--- src/rtl/nrtp_stack_mem.sv ---
// Nesting stack memory: two registered read ports (top and parent), one write port.
// No package dependencies.
`timescale 1ns / 1ps
`default_nettype none

module nrtp_stack_mem #(
	parameter int DEPTH = 16,
	parameter int WIDTH = 102
) (
	input  wire logic                      clk,
	input  wire logic                      re,
	input  wire logic [$clog2(DEPTH)-1:0]  raddr_a,
	input  wire logic [$clog2(DEPTH)-1:0]  raddr_b,
	output      logic [WIDTH-1:0]          rdata_a,
	output      logic [WIDTH-1:0]          rdata_b,
	input  wire logic                      we,
	input  wire logic [$clog2(DEPTH)-1:0]  waddr,
	input  wire logic [WIDTH-1:0]          wdata
);

	logic [WIDTH-1:0] mem [DEPTH];
	logic [WIDTH-1:0] rdata_a_q;
	logic [WIDTH-1:0] rdata_b_q;

	always_ff @(posedge clk) begin
		if (we) begin
			mem[waddr] <= wdata;
		end
		if (re) begin
			rdata_a_q <= mem[raddr_a];
			rdata_b_q <= mem[raddr_b];
		end
	end

	assign rdata_a = rdata_a_q;
	assign rdata_b = rdata_b_q;

endmodule : nrtp_stack_mem

`default_nettype wire

--- config.mk ---
export PLATFORM = sky130hd
export DESIGN_NAME = nrtp_stack_mem
export DESIGN_NICKNAME = d
export VERILOG_FILES = /design/src/rtl/nrtp_stack_mem.sv
export SDC_FILE = /design/constraint.sdc
export NUM_CORES = 2
export LEC_CHECK = 0
export BUFFER_PORTS_ARGS = -buffer_cell sky130_fd_sc_hd__buf_2
export CORE_UTILIZATION = 56
export CTS_CLUSTER_DIAMETER = 60
export DETAILED_ROUTE_END_ITERATION = 6
export PLACE_DENSITY = 0.76
export SLEW_MARGIN = 20
export SYNTH_ARGS = -nofsm -noshare
export SYNTH_HDL_FRONTEND = slang
export SYNTH_SLANG_ARGS = --single-unit
--- constraint.sdc ---
create_clock -name clk -period 8.65 [get_ports clk]
set_input_delay 1.2975 -clock clk [delete_from_list [all_inputs] [get_ports clk]]
set_output_delay 1.2975 -clock clk [all_outputs]
set_load 0.05 [all_outputs]
After elaboration in Yosys (flattened, before gate mapping)
Memory sizes are Yosys's and may differ from the RTL's. A register that Yosys moved wholly into a read port is not among the register bits.
Cells that the tools add are included.
{"block": "classes", "n_eq_ne": 0, "div": 0, "reduce_logical": 0, "multipliers": 0, "bitwise": 0, "n_addsub": 0, "n_mux": 2, "order_cmp": 0, "shifts": 0}
{"operator": "1-bit two-way mux", "n": 2}
{"block": "word_totals", "output_inout_bits": 204, "ff_bits": 0, "memories": 1, "latch_bits": 0, "in_bits": 117, "mem_bits_rw": 1632, "mem_bits_ro": 0}
{"memory": "mem", "depth": 16, "word_bits": 102, "rd": 2, "rd_clocked_by_memory_dff": 2, "write_ports": 1, "line_no": "21", "rtl": "logic [WIDTH-1:0] mem [DEPTH];"}

Longest topological paths before layout
{"block": "logic_depth", "depth_word": 2, "mapped_depth": 7, "ltp_nobuf": 3}

Least setup slack after synthesis
No wires, ideal clock.
{"block": "synth_timing", "path_kind": "input-to-reg", "from": "input waddr[2]", "to": "memory mem[0][0] (enable)", "n_path_buf": 0, "path_stages": 2, "setup_time_ps": 689, "t_arrival_ps": 8708, "path_slack_ps": -747, "t_required_ps": 7961, "cell_sequence": "or3b_2 nor3_1"}
{"item": "from (decl)", "line_no": "17", "rtl": "input wire logic [$clog2(DEPTH)-1:0] waddr,"}
{"item": "to (decl)", "line_no": "21"}
No word-level cell before the write port.

Worst setup path in the final report
{"block": "layout_timing", "from": "input waddr[1]", "to": "memory mem[14][99] (enable)"}
No word-level cell before the write port.

==> metrics.md <==
| Metric | Value |
|---|---|
| Cells after DPL | 5,568 |
| Final HPWL DP | 101 mm |
| Die boundary width | 377 µm |
| Final critical-path share of the clock period | 0.382 |
| Class of the tightest hold or removal check | reg2reg |
| Post-layout total power | 19.4 mW |
| Count of cells resized by post-cts repair | 0 |
| Row count | 137 |
| Class of the most critical setup path | in2reg |
| Leak Pwr | 28.2 nW |
| I/O pin count | 321 |
| Clock slew at reported path FFs | 0.06 ns |
| GPL Wtd Cong | 0.752 |
| Number of buffers created by CTS | 182 |
| Endpoints failing setup | 0 |
| Final-report max-slew violation count | 0 |
| Gate Count Post-Synth | 3,565 |
| Max capacitance violation total | 0 |
| Initial antenna violation count | 33 |
| Time the final worst path needs with I/O delays and setup | 3.31 ns |
| Global-route wire length before repair | 291 mm |
| Core Box Area | 0.140 mm² |
| Post-CTS Repair Setup Buffers | 0 |
| Root buf cell | sky130_fd_sc_hd__clkbuf_16 |
| Area delta synth->final | 11.9% |
| Total Negative Setup Slacks | 0 ns |
| Nets@finish | 3,993 |
| Starting Density | 0.565 |
| CP startpoint | waddr[1] |
| Number of design-rule violations left by the first detailed-router iteration | 5,736 |
| Peak fanout along the critical path | 35 |
| Layout Skew | 0.0280 ns |
| Netlist area before placement | 0.0788 mm² |
| CP endpoint kind | flop |
| Total congestion overflow after global routing | 0 |
| Flop and latch count out of synthesis | 1,836 |
| FMAX | 0.303 GHz |
| Pin slew with the least headroom to its limit | 1.16 ns |
| Skew-Pair Late Insertion Delay | 0.83 ns |
| Largest area contributor in the netlist | sky130_fd_sc_hd__edfxtp_1 |
| Data required time at the worst endpoint | 9.09 ns |
| Ratio of cells with drive above 1 in the final layout | 0.369 |
| Number of optimization iterations in the first detailed-route pass | 6 |
| Hold violation count in the final report | 0 |
| RSZ-0062 raised after global routing | no |
| Post-route insts no fill | 5,904 |
| Number of clock sinks | 1,836 |
| Overall track demand over capacity in global routing | 0.288 |
| Die Y-Extent | 377 µm |
| Maximum count of clock buffers along a single path | 3 |
| Detailed-route via count | 41,700 |
| Pwr dens | 221 mW/mm² |
| Total nets after synthesis | 3,682 |
| Fin Hold WS | 0.760 ns |
| Worst path arrival time | 3.74 ns |
| Antenna-violating nets left | 0 |
| Max-Slew Margin vs Limit | 0.222 |
| Area fraction of the dominant cell type after synthesis | 0.700 |
| Avg Inst Size Synth | 22.1 µm² |
| Remaining DRCs | 0 |
| Maximum level of the CTS H-tree | 4 |
| Number of global-route vias before repair | 42,800 |
| Result of the run | completed |
| CTS tree | yes |
| Warnings from Yosys | 0 |
| DR vias/cell | 7.06 |
| Number of distinct library cells after synthesis | 16 |
| Port bufs | 320 |
| Floorplan die area | 0.142 mm² |
| Wirelength per Cell | 34.1 µm |
| Launch instance of the worst register-to-register path | mem[3][85]$_DFFE_PP_ |
| Critical Path Source Type | primary input |
| Count of hold buffers inserted by post-cts repair | 0 |
| Post-synthesis sequential area ratio | 0.700 |
| Worst-case vdd ir drop | 147 µV |
| Area contributors post-synth | sky130_fd_sc_hd__edfxtp_1 (70%), sky130_fd_sc_hd__mux4_2 (23%), sky130_fd_sc_hd__a22oi_1 (3.9%) |
| Maximum number of pins on one net before global-route repair | 131 |
| Total wire length after detailed routing | 201 mm |
| Final Util | 0.632 |
| Hold Crit Start | mem[12][7]$_DFFE_PP_ |
-- Yosys cell counts --
library cell and number:
sky130_fd_sc_hd__nand2b_1 2, sky130_fd_sc_hd__nand3b_1 2, sky130_fd_sc_hd__or3b_2 1, sky130_fd_sc_hd__nand3_1 1, sky130_fd_sc_hd__buf_1 29, sky130_fd_sc_hd__edfxtp_1 1836
sky130_fd_sc_hd__buf_6 28, sky130_fd_sc_hd__nand2_1 205, sky130_fd_sc_hd__buf_2 69, sky130_fd_sc_hd__a22oi_1 408, sky130_fd_sc_hd__mux4_2 816, sky130_fd_sc_hd__clkbuf_1 144
sky130_fd_sc_hd__nor3_1 4, sky130_fd_sc_hd__nor2b_1 4, sky130_fd_sc_hd__nor2_1 14, sky130_fd_sc_hd__and2_1 2
-- per-layer routing --
metal / part of all wire / track usage / up-vias
met5: 0.0011 / 0 / -
met4: 0.030 / 0.0920 / 30
met3: 0.12 / 0.0645 / 420
met2: 0.48 / 0.456 / 2649
met1: 0.37 / 0.402 / 22200
li1: - / - / 16400
-- cell type report --
class	count	area (µm²)
tap	1876	2350
clock inverter	96	818
antenna	11	27.5
timing repair buffer	397	2460
sequential	1836	55100
multi-input combinational	1459	22500
fill	9330	51400
clock buffer	229	4820
-- critical path, cell delays in order --
cell and delay [ns]:
sky130_fd_sc_hd__buf_2 0.24, sky130_fd_sc_hd__nand2b_1 0.30, sky130_fd_sc_hd__nor2_4 0.56, sky130_fd_sc_hd__buf_4 0.57
sky130_fd_sc_hd__buf_4 0.69
-- through the flow --
step                cell area [µm²]  setup slack, ns
floorplan                     78800             2.01
global placement              82400             4.57
detailed placement            82500             4.56
CTS                           88100             5.43
global route                  88100             5.23
finish                        88100             5.34
-- path summary, 6_finish.rpt --
| kind | endpoint | slack, ns | cells after the start |
|---|---|---|---|
| worst max-delay path | mem[14][99]$_DFFE_PP_ | 5.34 | 5 |
| worst min-delay path | rdata_b[7]$_DFFE_PP_ | 0.76 | 3 |
| worst max register to register | rdata_a[85]$_DFFE_PP_ | 7.06 | 3 |
| worst min register to register | rdata_b[7]$_DFFE_PP_ | 0.76 | 3 |
-- layout by cell type, fill, tap and decap left out --
master / count
sky130_fd_sc_hd__a22oi_1: 408
sky130_fd_sc_hd__and2_4: 2
sky130_fd_sc_hd__buf_12: 16
sky130_fd_sc_hd__buf_16: 1
sky130_fd_sc_hd__buf_2: 315
sky130_fd_sc_hd__buf_4: 59
sky130_fd_sc_hd__buf_8: 6
sky130_fd_sc_hd__bufinv_16: 12
sky130_fd_sc_hd__clkbuf_1: 43
sky130_fd_sc_hd__clkbuf_16: 186
sky130_fd_sc_hd__clkinv_1: 37
sky130_fd_sc_hd__clkinv_2: 31
sky130_fd_sc_hd__clkinv_8: 3
sky130_fd_sc_hd__clkinvlp_4: 3
sky130_fd_sc_hd__diode_2: 11
sky130_fd_sc_hd__edfxtp_1: 1836
sky130_fd_sc_hd__inv_6: 8
sky130_fd_sc_hd__inv_8: 2
sky130_fd_sc_hd__mux4_2: 816
sky130_fd_sc_hd__nand2_1: 205
sky130_fd_sc_hd__nand2b_1: 2
sky130_fd_sc_hd__nand3_1: 1
sky130_fd_sc_hd__nand3b_1: 2
sky130_fd_sc_hd__nor2_4: 14
sky130_fd_sc_hd__nor2b_4: 4
sky130_fd_sc_hd__nor3_4: 4
sky130_fd_sc_hd__or3b_2: 1
-- kinds of logic (layout without fill, tap and decap cells) --
| family | after synthesis | after routing | share of synthesized area |
|---|---|---|---|
| muxes | 816 | 816 | 0.233 |
| buffers and inverters | 270 | 722 | 0.0166 |
| AOI/OAI and AO/OA | 408 | 408 | 0.0389 |
| and+or+nand+nor | 235 | 235 | 0.0117 |
| DFF | 1836 | 1836 | 0.700 |
| other | 0 | 11 | 0 |
-- flip-flops by register name, summed over array words and instances (netlist names) --
signal	cells
rdata_b	102
rdata_a	102
mem	1632
-- where the power goes --
group / switching, mW / internal, mW
Combinational: 1.05 / 0.603
Sequential: 0.129 / 10.1
Clock: 3.29 / 4.29
Note: power is estimated with default switching activity, not from simulation.
